===== src/hdl/rx_frame_checker_top_defines.svh =====
// Assertion macros for the received-frame checker.
`ifndef RX_FRAME_CHECKER_TOP_DEFINES_SVH
`define RX_FRAME_CHECKER_TOP_DEFINES_SVH

`ifndef SYNTH
// Property that holds at every clock edge outside reset
`define RFC_ASSERT_ALWAYS(lbl, prop) \
   lbl: assert property (@(posedge clock) disable iff (reset) (prop)) \
      else $error("rx_frame_checker assertion failed");
// Consequence that must hold in the cycle after the antecedent
`define RFC_ASSERT_NEXT(lbl, ante, cons) \
   lbl: assert property (@(posedge clock) disable iff (reset) (ante) |=> (cons)) \
      else $error("rx_frame_checker assertion failed");
`else
`define RFC_ASSERT_ALWAYS(lbl, prop)
`define RFC_ASSERT_NEXT(lbl, ante, cons)
`endif

`endif


===== src/hdl/rfc_pkg.sv =====
// Types and constants shared by the received-frame checker modules.
package rfc_pkg;

   // Largest frame in bytes, header and checksum included
   localparam int MAX_FRAME   = 128;
   // Index of the length byte within a frame
   localparam int LEN_POS     = 4;
   // Bytes in a frame beyond the length code
   localparam int EXTRA_BYTES = 6;

   // Configuration register indexes
   localparam logic [7:0] REG_HEADER_VALUE  = 8'd0;
   localparam logic [7:0] REG_LENGTH_CODE_A = 8'd1;
   localparam logic [7:0] REG_LENGTH_CODE_B = 8'd2;
   localparam logic [7:0] REG_LENGTH_CODE_C = 8'd3;

   // Configuration reset values
   localparam logic [7:0] HEADER_RESET = 8'hBB;
   localparam logic [6:0] CODE_A_RESET = 7'h37;
   localparam logic [6:0] CODE_B_RESET = 7'h3B;
   localparam logic [6:0] CODE_C_RESET = 7'h3E;

   typedef enum logic [1:0] {
      PH_HUNT = 2'd0,
      PH_RECV = 2'd1
   } phase_type;

   typedef enum logic [2:0] {
      ST_ONGOING  = 3'd0,
      ST_GOOD     = 3'd1,
      ST_CSUM_ERR = 3'd2,
      ST_LEN_ERR  = 3'd3,
      ST_DISCARD  = 3'd4
   } status_type;

   typedef struct packed {
      logic [7:0] header_value;
      logic [6:0] length_code_a;
      logic [6:0] length_code_b;
      logic [6:0] length_code_c;
   } cfg_type;

   typedef struct packed {
      phase_type  phase;
      logic [6:0] byte_count;
      logic [7:0] running_xor;
      logic [6:0] length_code;
   } frame_state_type;

   typedef struct packed {
      logic [7:0] data_byte;
      logic [6:0] byte_index;
      logic       in_frame;
      logic       frame_end;
      status_type status;
   } result_type;

endpackage


===== src/hdl/rfc_frame_step.sv =====
// Per-byte frame tracking: next frame state and the result for one byte.
module rfc_frame_step (
   input  rfc_pkg::cfg_type         cfg,
   input  rfc_pkg::frame_state_type cur_state,
   input  logic [7:0]               rx_byte,
   output rfc_pkg::frame_state_type next_state,
   output rfc_pkg::result_type      result
);

   logic [6:0]         idx;
   logic               code_ok;
   logic [7:0]         last_idx;
   logic               last_hit;
   rfc_pkg::phase_type phase_next;
   logic [6:0]         count_next;
   logic [7:0]         xor_next;
   logic [6:0]         len_next;

   assign idx = cur_state.byte_count;

   // Length byte must be 7-bit, match a configured code, and fit in a frame
   assign code_ok = !rx_byte[7]
      && ((rx_byte[6:0] == cfg.length_code_a)
          || (rx_byte[6:0] == cfg.length_code_b)
          || (rx_byte[6:0] == cfg.length_code_c))
      && (({1'b0, rx_byte[6:0]} + 8'(rfc_pkg::EXTRA_BYTES)) <= 8'(rfc_pkg::MAX_FRAME));

   // Index of the checksum byte: code + 6 - 1
   assign last_idx = {1'b0, cur_state.length_code} + 8'(rfc_pkg::EXTRA_BYTES - 1);
   assign last_hit = ({1'b0, idx} >= last_idx);

   // Next phase
   always_comb begin
      unique case (cur_state.phase)
         rfc_pkg::PH_RECV: begin
            priority if (idx < 7'(rfc_pkg::LEN_POS)) begin
               phase_next = rfc_pkg::PH_RECV;
            end else if (idx == 7'(rfc_pkg::LEN_POS)) begin
               phase_next = code_ok ? rfc_pkg::PH_RECV : rfc_pkg::PH_HUNT;
            end else begin
               phase_next = last_hit ? rfc_pkg::PH_HUNT : rfc_pkg::PH_RECV;
            end
         end
         default: begin
            // hunting, or an unknown code that behaves as hunting
            phase_next = (rx_byte == cfg.header_value) ? rfc_pkg::PH_RECV
                                                       : rfc_pkg::PH_HUNT;
         end
      endcase
   end

   // Counters, checksum and result
   always_comb begin
      count_next        = idx + 7'd1;
      xor_next          = cur_state.running_xor ^ rx_byte;
      len_next          = cur_state.length_code;
      result.data_byte  = rx_byte;
      result.byte_index = idx;
      result.in_frame   = 1'b1;
      result.frame_end  = 1'b0;
      result.status     = rfc_pkg::ST_ONGOING;
      unique case (cur_state.phase)
         rfc_pkg::PH_RECV: begin
            priority if (idx < 7'(rfc_pkg::LEN_POS)) begin
               // header to length byte: just accumulate
            end else if (idx == 7'(rfc_pkg::LEN_POS)) begin
               if (code_ok) begin
                  len_next = rx_byte[6:0];
               end else begin
                  count_next       = '0;
                  xor_next         = '0;
                  result.frame_end = 1'b1;
                  result.status    = rfc_pkg::ST_LEN_ERR;
               end
            end else if (last_hit) begin
               // checksum byte closes the frame
               count_next       = '0;
               xor_next         = '0;
               result.frame_end = 1'b1;
               result.status    = (cur_state.running_xor == rx_byte)
                                  ? rfc_pkg::ST_GOOD : rfc_pkg::ST_CSUM_ERR;
            end else begin
               // payload byte
            end
         end
         default: begin
            result.byte_index = '0;
            if (rx_byte == cfg.header_value) begin
               count_next = 7'd1;
               xor_next   = rx_byte;
               len_next   = '0;
            end else begin
               count_next      = cur_state.byte_count;
               xor_next        = cur_state.running_xor;
               result.in_frame = 1'b0;
               result.status   = rfc_pkg::ST_DISCARD;
            end
         end
      endcase
   end

   assign next_state.phase       = phase_next;
   assign next_state.byte_count  = count_next;
   assign next_state.running_xor = xor_next;
   assign next_state.length_code = len_next;

endmodule


===== src/hdl/rx_frame_checker_top.sv =====
// Top level of the received-frame checker.
//
// Takes one received serial byte per request on the req_ channel and
// returns one result per byte on the rsp_ channel: the byte echoed, its
// index in the frame, in-frame and frame-end flags and a status code.
// Bytes that are not the configured header are reported as discarded
// while the block hunts; after a header, byte 4 must match one of the
// three length codes (and fit within 128 bytes) and the last byte is checked against the XOR of
// all earlier frame bytes.
// A request accepted on req_ passes through the input register, then
// the result register, before its result shows on rsp_.
// Throughput: one byte per cycle while rsp_stall does not hold the result register; the frame state updates in one pass
// of the step logic between the two registers.
// The input register can hold one request while the result register
// waits on rsp_stall; req_stall rises only once both are full.
// Reset (synchronous) empties both registers, returns to hunting and
// loads the default header and length codes. The csr_ port writes
// registers 0 to 3 and ignores other indexes; write only while idle.
`include "rx_frame_checker_top_defines.svh"

module rx_frame_checker_top (
   input  logic       clock,
   input  logic       reset,
   // request channel
   input  logic       req_valid,
   output logic       req_stall,
   input  logic [7:0] req_rx_byte,
   // result channel
   output logic       rsp_valid,
   input  logic       rsp_stall,
   output logic [7:0] rsp_data_byte,
   output logic [6:0] rsp_byte_index,
   output logic       rsp_in_frame,
   output logic       rsp_frame_end,
   output logic [2:0] rsp_status,
   // configuration writes
   input  logic       csr_write_enable,
   input  logic [7:0] csr_index,
   input  logic [7:0] csr_wdata
);

   rfc_pkg::cfg_type         cfg_ff, cfg_in;
   rfc_pkg::frame_state_type state_ff, state_next;
   rfc_pkg::result_type      step_result, result_ff;
   logic                     s1_valid_ff, s1_valid_in;
   logic [7:0]               s1_byte_ff;
   logic                     rsp_valid_ff, rsp_valid_in;
   logic                     out_free;
   logic                     advance;
   logic                     req_accept;

   // Handshake
   assign out_free   = !rsp_valid_ff || !rsp_stall;
   assign advance    = s1_valid_ff && out_free;
   assign req_stall  = s1_valid_ff && !out_free;
   assign req_accept = req_valid && !req_stall;

   assign s1_valid_in  = req_stall ? s1_valid_ff : req_valid;
   assign rsp_valid_in = out_free ? s1_valid_ff : rsp_valid_ff;

   // Configuration register writes
   always_comb begin
      cfg_in = cfg_ff;
      if (csr_write_enable) begin
         unique case (csr_index)
            rfc_pkg::REG_HEADER_VALUE:  cfg_in.header_value  = csr_wdata;
            rfc_pkg::REG_LENGTH_CODE_A: cfg_in.length_code_a = csr_wdata[6:0];
            rfc_pkg::REG_LENGTH_CODE_B: cfg_in.length_code_b = csr_wdata[6:0];
            rfc_pkg::REG_LENGTH_CODE_C: cfg_in.length_code_c = csr_wdata[6:0];
            default: ;
         endcase
      end
   end

   rfc_frame_step u_step (
      .cfg        (cfg_ff),
      .cur_state  (state_ff),
      .rx_byte    (s1_byte_ff),
      .next_state (state_next),
      .result     (step_result)
   );

   // Control and configuration registers
   always_ff @(posedge clock) begin
      if (reset) begin
         cfg_ff.header_value  <= rfc_pkg::HEADER_RESET;
         cfg_ff.length_code_a <= rfc_pkg::CODE_A_RESET;
         cfg_ff.length_code_b <= rfc_pkg::CODE_B_RESET;
         cfg_ff.length_code_c <= rfc_pkg::CODE_C_RESET;
         state_ff.phase       <= rfc_pkg::PH_HUNT;
         state_ff.byte_count  <= '0;
         state_ff.running_xor <= '0;
         state_ff.length_code <= '0;
         s1_valid_ff          <= 1'b0;
         rsp_valid_ff         <= 1'b0;
      end else begin
         cfg_ff       <= cfg_in;
         s1_valid_ff  <= s1_valid_in;
         rsp_valid_ff <= rsp_valid_in;
         if (advance) begin
            state_ff <= state_next;
         end
      end
   end

   // Payload registers
   always_ff @(posedge clock) begin
      if (req_accept) begin
         s1_byte_ff <= req_rx_byte;
      end
      if (advance) begin
         result_ff <= step_result;
      end
   end

   assign rsp_valid      = rsp_valid_ff;
   assign rsp_data_byte  = result_ff.data_byte;
   assign rsp_byte_index = result_ff.byte_index;
   assign rsp_in_frame   = result_ff.in_frame;
   assign rsp_frame_end  = result_ff.frame_end;
   assign rsp_status     = result_ff.status;

   // Checks
   `RFC_ASSERT_ALWAYS(a_stall_only_when_full, !req_stall || (s1_valid_ff && rsp_valid_ff))
   `RFC_ASSERT_ALWAYS(a_discard_outside_frame, !(rsp_valid_ff && (result_ff.status == rfc_pkg::ST_DISCARD)) || (!result_ff.in_frame && !result_ff.frame_end && (result_ff.byte_index == 7'd0)))
   `RFC_ASSERT_ALWAYS(a_end_has_verdict, !(rsp_valid_ff && result_ff.frame_end) || (result_ff.status == rfc_pkg::ST_GOOD) || (result_ff.status == rfc_pkg::ST_CSUM_ERR) || (result_ff.status == rfc_pkg::ST_LEN_ERR))
   `RFC_ASSERT_NEXT(a_end_returns_to_hunt, advance && step_result.frame_end, (state_ff.phase == rfc_pkg::PH_HUNT) && (state_ff.byte_count == 7'd0) && (state_ff.running_xor == 8'd0))

endmodule


===== config.mk =====
export PLATFORM = sky130hd
export DESIGN_NAME = rx_frame_checker_top
export DESIGN_NICKNAME = d
export VERILOG_FILES = /design/src/hdl/rfc_pkg.sv /design/src/hdl/rfc_frame_step.sv /design/src/hdl/rx_frame_checker_top.sv
export VERILOG_INCLUDE_DIRS = /design/src /design/src/hdl
export SDC_FILE = /design/constraint.sdc
export NUM_CORES = 1
export LEC_CHECK = 0
export BUFFER_PORTS_ARGS = -buffer_cell sky130_fd_sc_hd__buf_4
export CORE_ASPECT_RATIO = 1.2
export CORE_MARGIN = 2
export CORE_UTILIZATION = 45
export CTS_CLUSTER_SIZE = 20
export DETAILED_ROUTE_END_ITERATION = 10
export PLACE_DENSITY = 0.74
export SLEW_MARGIN = 15
export SYNTH_ARGS = -nofsm -noshare
export SYNTH_HDL_FRONTEND = slang
export SYNTH_SLANG_ARGS = --single-unit

===== constraint.sdc =====
create_clock -name clock -period 3.25 [get_ports clock]
set_clock_uncertainty 0.15 [all_clocks]
set_input_delay 0.65 -clock clock [delete_from_list [all_inputs] [get_ports clock]]
set_output_delay 0.65 -clock clock [all_outputs]
set_load 0.1 [all_outputs]

==> flow_metrics.env, run 1 <==
export IMPL_outcome="finished, final reports clean"
export IMPL_crit_path_max_fanout=12
export IMPL_leakage_nw=1.86
export IMPL_critical_path_startpoint_type="flip-flop"
export IMPL_drv_cap=0
export IMPL_grt_max_degree=28
export IMPL_clk_pin_slew_ns=0.09
export IMPL_met2_usage_pct=34.8
export IMPL_dr_pass1_iters=5
export IMPL_top_usage_layer="met2"
export IMPL_area_delta_synth_final_pct=16.1
export IMPL_place_area_um2=4590
export IMPL_fin_util_pct=53.3
export IMPL_grt_pass1_vias=3060
export IMPL_crit_buf_inv=0
export IMPL_antenna_found_initial=0
export IMPL_stdcell_count=573
export IMPL_synth_main_ff_cell="dfxtp_1"
export IMPL_layout_nets=488
export IMPL_cts_resized=0
export IMPL_p_clk_share_pct=34.2
export IMPL_ant_nets=0
export IMPL_p_sw_mw=0.562
export IMPL_antennaDiodeCount=0
export IMPL_worst_slew_pin_slew_ns=0.672
export IMPL_initial_core_util_pct=45.9
export IMPL_place_congestion=0.805
export IMPL_finalHoldViolCount=0
export IMPL_critPathKind="flip-flop to flip-flop"
export IMPL_switching_share_pct=28.3
export IMPL_max_clock_freq_ghz=0.355
export IMPL_synth_edf_count=28
export IMPL_setup_ws_ns=0.433
export IMPL_vias=3211
export IMPL_met1_usage_pct=22.8
export IMPL_dp_slack_ns=0.475
export IMPL_crit_path_cell_trace="a21oi_1 > nor2_1 > xnor2_1 > ha_1 > a21o_1 > a21oi_1 > o211a_2 > a311o_1 > o21ai_0 > a311oi_1"
export IMPL_port_buffers=50
export IMPL_hold_ws_ns=0.307
export IMPL_ys_seq_area_share_pct=46.8
export IMPL_combPwrFrac_pct=10.2
export IMPL_gr_total_overflow=0
export IMPL_clockBufferDepth=2
export IMPL_r2r_start="state_ff[2]$_SDFFE_PP0P_"
export IMPL_grt_pass1_wl_mm=14.8
export IMPL_route_detailed_drc=0
export IMPL_yosysWarnings=0
export IMPL_p_per_area_nw_per_um2=417
export IMPL_synth_area_um2=4110
export IMPL_p_int_mw=1.42
export IMPL_track_usage_pct=19.0
export IMPL_netlist_top_cells_count="54 x dfxtp_1, 38 x nand2_1, 36 x mux2i_1, 28 x edfxtp_1"
export IMPL_cts_made_buffers=9
export IMPL_stdcell_area_um2=4770
export IMPL_min_period_ns=2.82
export IMPL_die_w_um=91.2
export IMPL_ios=51
export IMPL_cp_slowest_cell="a311o_1"
export IMPL_ir_drop_uv=367
export IMPL_pwr_share_seq_pct=55.6
export IMPL_first_iter_violations=212
export IMPL_syn_mean_instance_area_um2=10.2
export IMPL_cts_tree="done"
export IMPL_async_reset_ff_share_pct=0
export IMPL_cp_startpoint="state_ff[2]$_SDFFE_PP0P_"
export IMPL_drv_slew=0
export IMPL_rsz0062_at_grt="false"
export IMPL_cp_top_family="compound AO/OA/AOI/OAI gates"
export IMPL_cp_common_cell="a21oi_1"
export IMPL_synth_top_cell_by_area="dfxtp_1"
export IMPL_core_area_um2=8940
export IMPL_synth_area_leaders="dfxtp_1 26%, edfxtp_1 20%, mux2i_1 8.8%"
export IMPL_crit_required_ns=3.37
export IMPL_synth_nets=444
export IMPL_routed_wl_mm=8.98
export IMPL_ys_seq_elements=82
export IMPL_setup_viol=0
export IMPL_crit_path_end_kind="flip-flop"
export IMPL_nFillCells=818
export IMPL_post_dp_hpwl_mm=6.21
export IMPL_cts_sinks=82
export IMPL_clkLatencyLatePin_ns=0.36
export IMPL_cts_hold_buf=0
export IMPL_ctsHtreeMaxLevel=3
export IMPL_wl_per_cell_um=15.7
export IMPL_synth_most_common_cell="dfxtp_1"
export IMPL_critical_path_arrival_ns=2.93
export IMPL_maxSlewHeadroom_pct=55.1
export IMPL_holdCritStartpoint="req_rx_byte[6]"
export IMPL_hp_class="input port to flip-flop"
export IMPL_routed_via_density=5.60
export IMPL_clock_root_buffer="clkbuf_8"
export IMPL_layout_drive_gt1_share_pct=19.0
export IMPL_yosys_area_top_type_share_pct=26.3
export IMPL_die_h_um=109
export IMPL_fin_setup_tns_ns=0
export IMPL_dp_cells=557
export IMPL_syn_inst=404
export IMPL_critPathMaxStageDelay_ns=0.43
export IMPL_ys_types=50
export IMPL_totalPowerFinal_mw=1.99
export IMPL_design_die_area_um2=9910
export IMPL_post_cts_buffers=0
export IMPL_grt_use_met3_pct=3.25
export IMPL_num_rows=38
export IMPL_period_share_pct=86.7
## power groups by stage
| stage | sequential [mW] | combinational [mW] | clock (mW) |
|---|---|---|---|
| detailed placement | 1.13 | 0.203 | 0 |
| global placement | 1.13 | 0.201 | 0 |
| floorplan | 1.19 | 0.0671 | 0 |
| CTS | 1.10 | 0.203 | 0.692 |
| global route | 1.11 | 0.213 | 0.732 |
| finish | 1.10 | 0.203 | 0.679 |
## placed cells by master, fill, tap and decap left out, drive strengths merged, types with 6 or more instances in the layout
cell	Yosys	final
a31oi	10	10
o2111ai	6	6
xnor2	21	21
inv	19	22
ha	11	11
o21ai	11	11
clkbuf	15	10
xor2	21	21
edfxtp	28	28
nand2	39	39
mux2i	36	36
nor2	19	19
nand3	19	19
nor4	13	13
buf	12	60
nand4	6	6
o22ai	6	6
dfxtp	54	54
and3	7	7
## cell type report
class,count,area [µm²],share of cell area (%)
clock buffer,10,128,2.68
timing repair buffer,60,450,9.45
tap,120,150,3.15
multi-input combinational,275,1990,41.8
clock inverter,6,48.8,1.02
sequential,82,1920,40.3
inverter,20,75.1,1.57
## final timing paths
check                              endpoint  slack, ns  depth (start not counted)
setup / recovery  state_ff[15]$_SDFFE_PP0P_       0.43                         10
hold / removal      s1_byte_ff[6]$_DFFE_PP_       0.31                          1
setup reg to reg  state_ff[15]$_SDFFE_PP0P_       0.43                         10
hold reg to reg    state_ff[1]$_SDFFE_PP0P_       0.35                          2
## cells by family (layout without fill, tap and decap cells)
group,count (synthesis),after routing,synth area share [%]
buffers and inverters,47,96,4.63
xor gates and xnor gates,42,42,8.96
AOI/OAI and AO/OA,65,65,12.3
and+or+nand+nor,121,121,15.1
adders and majority gates,11,11,3.35
muxes,36,36,8.78
DFF,82,82,46.8
## registers in the layout, indices dropped and copies added (netlist names)
signal / flops
cfg_ff: 29
state_ff: 23
rsp_data_byte: 8
s1_byte_ff: 8
rsp_byte_index: 7
rsp_status: 3
rsp_frame_end: 1
rsp_in_frame: 1
rsp_valid: 1
s1_valid_ff: 1
## per-layer routing
| layer | vias up | part of all wire [%] |
|---|---|---|
| met4 | 0 | 1.1 |
| met5 | - | 0 |
| met2 | 117 | 51 |
| met1 | 1533 | 43 |
| li1 | 1551 | - |
| met3 | 10 | 5.1 |
Note: power is estimated with default switching activity, not from simulation.
==> run 2, diff against run 1 <==
==> constraint.sdc (replaced) <==
create_clock -name clock -period 3.25 [get_ports clock]
set_clock_uncertainty 0.15 [all_clocks]
set_input_delay 0.1625 -clock clock [delete_from_list [all_inputs] [get_ports clock]]
set_output_delay 0.1625 -clock clock [all_outputs]
set_load 0.1 [all_outputs]
==> flow_metrics.env, run 2 (synthesized netlist as in run 1, its figures left out) <==
export IMPL_outcome="finished, final reports clean"
export IMPL_first_iter_violations=293
export IMPL_grt_max_degree=36
export IMPL_finalHoldViolCount=0
export IMPL_dr_pass1_iters=7
export IMPL_cts_made_buffers=9
export IMPL_p_int_mw=1.61
export IMPL_wl_met3_um=506
export IMPL_combPwrFrac_pct=10.2
export IMPL_crit_path_max_fanout=12
export IMPL_layout_nets=509
export IMPL_design_die_area_um2=9910
export IMPL_ios=51
export IMPL_cts_tree="done"
export IMPL_highest_layer="met4"
export IMPL_hp_class="input port to flip-flop"
export IMPL_vias=3236
export IMPL_drv_slew=0
export IMPL_place_area_um2=4590
export IMPL_port_buffers=50
export IMPL_p_clk_share_pct=38.4
export IMPL_ir_drop_uv=453
export IMPL_route_detailed_drc=0
export IMPL_ctsHtreeMaxLevel=3
export IMPL_layout_drive_gt1_share_pct=18.1
export IMPL_largest_register="cfg_ff"
export IMPL_hold_ws_ns=0.185
export IMPL_rsz0062_at_grt="false"
export IMPL_totalPowerFinal_mw=2.15
export IMPL_routed_wl_mm=8.99
export IMPL_critPathKind="flip-flop to flip-flop"
export IMPL_ant_nets=0
export IMPL_cts_resized=0
export IMPL_max_clock_freq_ghz=0.358
export IMPL_post_dp_hpwl_mm=6.11
export IMPL_cts_sinks=82
export IMPL_wl_met2_mm=4.57
export IMPL_period_share_pct=86.0
export IMPL_multi_input_comb_area_um2=1990
export IMPL_core_area_um2=8940
export IMPL_clockBufferDepth=2
export IMPL_layout_commonest_cell="buf_4"
export IMPL_setup_viol=0
export IMPL_min_period_ns=2.80
export IMPL_maxSlewHeadroom_pct=53.6
export IMPL_nFillCells=777
export IMPL_leakage_nw=1.99
export IMPL_drv_cap=0
export IMPL_die_h_um=109
export IMPL_initial_core_util_pct=45.9
export IMPL_grt_pass1_wl_mm=14.7
export IMPL_fin_setup_tns_ns=0
export IMPL_pwr_share_seq_pct=51.4
export IMPL_largest_reg_flops=29
export IMPL_crit_required_ns=3.36
export IMPL_largest_registers="cfg_ff (29), state_ff (23)"
export IMPL_switching_share_pct=25.3
export IMPL_clkLatencyLatePin_ns=0.36
export IMPL_hold_depth=5
export IMPL_antennaDiodeCount=0
export IMPL_clk_pin_slew_ns=0.09
export IMPL_seq_area_um2=1920
export IMPL_rr_worst_depth=9
export IMPL_track_usage_pct=18.7
export IMPL_p_per_area_nw_per_um2=428
export IMPL_r2r_setup_slack_ns=0.45
export IMPL_worst_slew_pin_slew_ns=0.695
export IMPL_num_rows=38
export IMPL_area_delta_synth_final_pct=22.6
export IMPL_place_congestion=0.812
export IMPL_met1Wirelength_mm=3.77
export IMPL_routed_via_density=5.45
export IMPL_crit_path_end_kind="flip-flop"
export IMPL_critical_path_arrival_ns=2.91
export IMPL_grt_pass1_vias=3074
export IMPL_wl_per_cell_um=15.1
export IMPL_clock_root_buffer="clkbuf_8"
export IMPL_mostFrequentLayoutCells="60 x buf_4, 54 x dfxtp_1, 38 x nand2_1"
export IMPL_p_sw_mw=0.545
export IMPL_die_w_um=91.2
export IMPL_gr_total_overflow=0
export IMPL_antenna_found_initial=0
export IMPL_critical_path_startpoint_type="flip-flop"
export IMPL_stdcell_area_um2=5030
[run 2: cell types whose count changed in the layout (fill, tap and decap cells not counted), sizes merged]
cell,before,now
dlygate4sd3,0,21
clkinvlp,3,0
clkbuf,10,12
bufinv,0,1
clkinv,1,2
inv,22,21
[run 2: worst paths after layout]
kind,from,end
worst max register to register,state_ff[0]$_SDFFE_PP0P_,state_ff[15]$_SDFFE_PP0P_
worst max-delay path,state_ff[0]$_SDFFE_PP0P_,state_ff[15]$_SDFFE_PP0P_
worst min-delay path,csr_index[0],cfg_ff[26]$_SDFFE_PP1P_
worst min register to register,state_ff[1]$_SDFFE_PP0P_,state_ff[1]$_SDFFE_PP0P_
[run 2: area by class of cell]
| type | count | area share (%) |
|---|---|---|
| Timing Repair Buffer | 81 | 13.1 |
| Tap cell | 120 | 2.98 |
| Inverter | 20 | 1.49 |
| Clock buffer | 12 | 3.53 |
| Sequential cell | 82 | 38.2 |
| Clock inverter | 4 | 1.07 |
| Multi-Input combinational cell | 275 | 39.6 |
[run 2: power groups by stage]
stage	registers, mW	logic, mW	clock network [mW]
after floorplan	1.19	0.0671	0
after global placement	1.13	0.197	0
after detailed placement	1.13	0.200	0
after CTS	1.11	0.219	0.843
after global routing	1.11	0.233	0.883
final	1.11	0.220	0.827
[run 2: what timing repair did]
action,CTS,global route
endpoints found under the hold margin,44,0
hold buffers,21,0
setup buffers,0,0
[run 2: per-stage QoR]
| step | util (%) | cells | setup WS, ns |
|---|---|---|---|
| floorplan | - | 404 | 0.529 |
| global placement | 51.4 | 557 | 0.569 |
| detailed placement | 51.4 | 557 | 0.475 |
| CTS | 56.3 | 594 | 0.457 |
| global route | 56.3 | 594 | 0.228 |
| finish | 56.3 | 594 | 0.454 |
[run 2: critical path, cell delays in order, from the launching register on]
cell and delay [ns]:
dfxtp_1 0.34, ha_1 0.23, xor2_1 0.15, ha_1 0.30
a211o_1 0.30, a31oi_1 0.15, o211a_2 0.23, a311o_1 0.43
o21ai_0 0.16, a311oi_1 0.28
[run 2: layer usage]
| layer | track usage (%) | vias to the layer above |
|---|---|---|
| li1 | - | 1592 |
| met1 | 22.4 | 1535 |
| met2 | 33.0 | 95 |
| met3 | 4.01 | 14 |
| met4 | 7.47 | 0 |
| met5 | 0 | - |
==> run 3, diff against run 2 <==
Settings changed: CTS_BUF_LIST from default to sky130_fd_sc_hd__clkbuf_2 sky130_fd_sc_hd__clkbuf_4 sky130_fd_sc_hd__clkbuf_8.
==> flow_metrics.env, run 3 (synthesized netlist as in run 1, its figures left out) <==
export IMPL_outcome="finished, final reports clean"
export IMPL_p_sw_mw=0.545
export IMPL_critical_path_arrival_ns=2.91
export IMPL_cts_sinks=82
export IMPL_layout_commonest_cell="buf_4"
export IMPL_dp_cells=557
export IMPL_rsz0062_at_grt="false"
export IMPL_routed_via_density=5.42
export IMPL_ant_nets=0
export IMPL_ir_drop_uv=452
export IMPL_port_buffers=50
export IMPL_ctsHtreeMaxLevel=3
export IMPL_highest_layer="met4"
export IMPL_first_iter_violations=290
export IMPL_r2r_start="state_ff[0]$_SDFFE_PP0P_"
export IMPL_met1Wirelength_mm=3.79
export IMPL_finalHoldViolCount=0
export IMPL_period_share_pct=86.0
export IMPL_drv_cap=0
export IMPL_clkLatencyLatePin_ns=0.36
export IMPL_hp_class="input port to flip-flop"
export IMPL_clockBufferDepth=2
export IMPL_initial_core_util_pct=45.9
export IMPL_wl_met3_um=494
export IMPL_switching_share_pct=24.5
export IMPL_ios=51
export IMPL_crit_path_cell_trace="ha_1 > xor2_1 > ha_1 > a211o_1 > a31oi_1 > o211a_2 > a311o_1 > o21ai_0 > a311oi_1"
export IMPL_num_rows=38
export IMPL_die_h_um=109
export IMPL_cp_common_cell="ha_1"
export IMPL_drv_slew=0
export IMPL_antenna_found_initial=0
export IMPL_cp_startpoint="state_ff[0]$_SDFFE_PP0P_"
export IMPL_critPathKind="flip-flop to flip-flop"
export IMPL_route_detailed_drc=0
export IMPL_maxSlewHeadroom_pct=53.6
export IMPL_clk_pin_slew_ns=0.08
export IMPL_largest_registers="cfg_ff (29), state_ff (23)"
export IMPL_setup_viol=0
export IMPL_rr_worst_depth=9
export IMPL_combPwrFrac_pct=9.9
export IMPL_p_per_area_nw_per_um2=440
export IMPL_layout_nets=509
export IMPL_p_int_mw=1.68
export IMPL_wl_per_cell_um=15.1
export IMPL_post_dp_hpwl_mm=6.11
export IMPL_crit_path_end="state_ff[15]$_SDFFE_PP0P_"
export IMPL_dr_pass1_iters=5
export IMPL_grt_max_degree=36
export IMPL_max_clock_freq_ghz=0.358
export IMPL_crit_required_ns=3.36
export IMPL_critPathMaxStageDelay_ns=0.42
export IMPL_reg2reg_to="state_ff[15]$_SDFFE_PP0P_"
export IMPL_area_delta_synth_final_pct=22.9
export IMPL_vias=3221
export IMPL_crit_path_max_fanout=12
export IMPL_track_usage_pct=18.7
export IMPL_fin_setup_tns_ns=0
export IMPL_leakage_nw=2.00
export IMPL_critical_path_startpoint_type="flip-flop"
export IMPL_cp_top_family="compound AO/OA/AOI/OAI gates"
export IMPL_crit_buf_inv=0
export IMPL_layout_drive_gt1_share_pct=18.4
export IMPL_gr_total_overflow=0
export IMPL_wl_met2_mm=4.56
export IMPL_antennaDiodeCount=0
export IMPL_largest_register="cfg_ff"
export IMPL_mostFrequentLayoutCells="60 x buf_4, 54 x dfxtp_1, 38 x nand2_1"
export IMPL_worst_slew_pin_slew_ns=0.695
export IMPL_largest_reg_flops=29
export IMPL_place_congestion=0.812
export IMPL_cp_depth=9
export IMPL_cts_tree="done"
export IMPL_cts_made_buffers=9
export IMPL_r2r_setup_slack_ns=0.45
export IMPL_grt_pass1_wl_mm=14.7
export IMPL_clock_root_buffer="clkbuf_8"
export IMPL_design_die_area_um2=9910
export IMPL_cts_resized=0
export IMPL_stdcell_count=594
export IMPL_post_cts_buffers=0
export IMPL_crit_path_end_kind="flip-flop"
export IMPL_die_w_um=91.2
export IMPL_grt_pass1_vias=3074
export IMPL_pwr_share_seq_pct=49.7
export IMPL_routed_wl_mm=8.98
export IMPL_cp_slowest_cell="a311o_1"
export IMPL_core_area_um2=8940
export IMPL_p_clk_share_pct=40.4
export IMPL_min_period_ns=2.80
[run 3: cell count changes in the layout (fill, tap and decap cells not counted)]
| cell | change |
|---|---|
| clkbuf_16 | -2 |
| clkbuf_1 | -1 |
| clkbuf_4 | +1 |
| bufinv_16 | +2 |
[run 3: final cells by class]
cell class / instances / area, µm²
Fill cell: 773 / 3890
Multi-Input combinational cell: 275 / 1990
Sequential cell: 82 / 1920
Timing Repair Buffer: 81 / 661
Tap cell: 120 / 150
Clock buffer: 10 / 131
Clock inverter: 6 / 114
Inverter: 20 / 75.1
[run 3: routing by layer]
metal	vias up	global-route usage (%)
met5	-	0
met1	1516	22.4
met2	98	33.0
met3	13	4.01
li1	1594	-
met4	0	7.47
[run 3: worst min-delay path, cell delays in order]
cell and delay, ns:
buf_4 0.10, nor3b_1 0.04, buf_4 0.18, mux2i_1 0.13, nand2_1 0.05
[run 3: worst min path at each step]
stage	slack, ns	depth (start not counted)	start	to
after floorplan	0.11	0	req_rx_byte[0]	s1_byte_ff[0]$_DFFE_PP_
after global placement	0.19	1	req_rx_byte[6]	s1_byte_ff[6]$_DFFE_PP_
after detailed placement	0.19	1	req_rx_byte[0]	s1_byte_ff[0]$_DFFE_PP_
after CTS	0.17	5	csr_index[1]	cfg_ff[26]$_SDFFE_PP1P_
after global routing	0.19	5	csr_index[1]	cfg_ff[26]$_SDFFE_PP1P_
final	0.19	5	csr_index[0]	cfg_ff[26]$_SDFFE_PP1P_
[run 3: repair_timing]
action / in CTS / in global routing
hold buffers: 21 / 0
endpoints found under the hold margin: 44 / 0
setup endpoints to repair: 0 / 0
[run 3: through the flow]
| stage | hold WS [ns] | setup slack [ns] | area, µm² | utilization (%) | power, mW |
|---|---|---|---|---|---|
| 2_1_floorplan | 0.111 | 0.529 | 4110 | - | 1.26 |
| 3_3_place_gp | 0.191 | 0.569 | 4590 | 51.4 | 1.33 |
| 3_5_place_dp | 0.192 | 0.475 | 4590 | 51.4 | 1.33 |
| 4_1_cts | 0.169 | 0.456 | 5050 | 56.5 | 2.24 |
| 5_1_grt | 0.188 | 0.227 | 5050 | 56.5 | 2.29 |
| 6_report | 0.187 | 0.454 | 5050 | 56.5 | 2.22 |
[run 3: power by group through the flow]
stage / Combinational (mW) / Clock, mW / Sequential, mW
final: 0.220 / 0.897 / 1.11
after global routing: 0.233 / 0.952 / 1.11
after CTS: 0.219 / 0.912 / 1.11
after detailed placement: 0.200 / 0 / 1.13
after global placement: 0.197 / 0 / 1.13
after floorplan: 0.0671 / 0 / 1.19
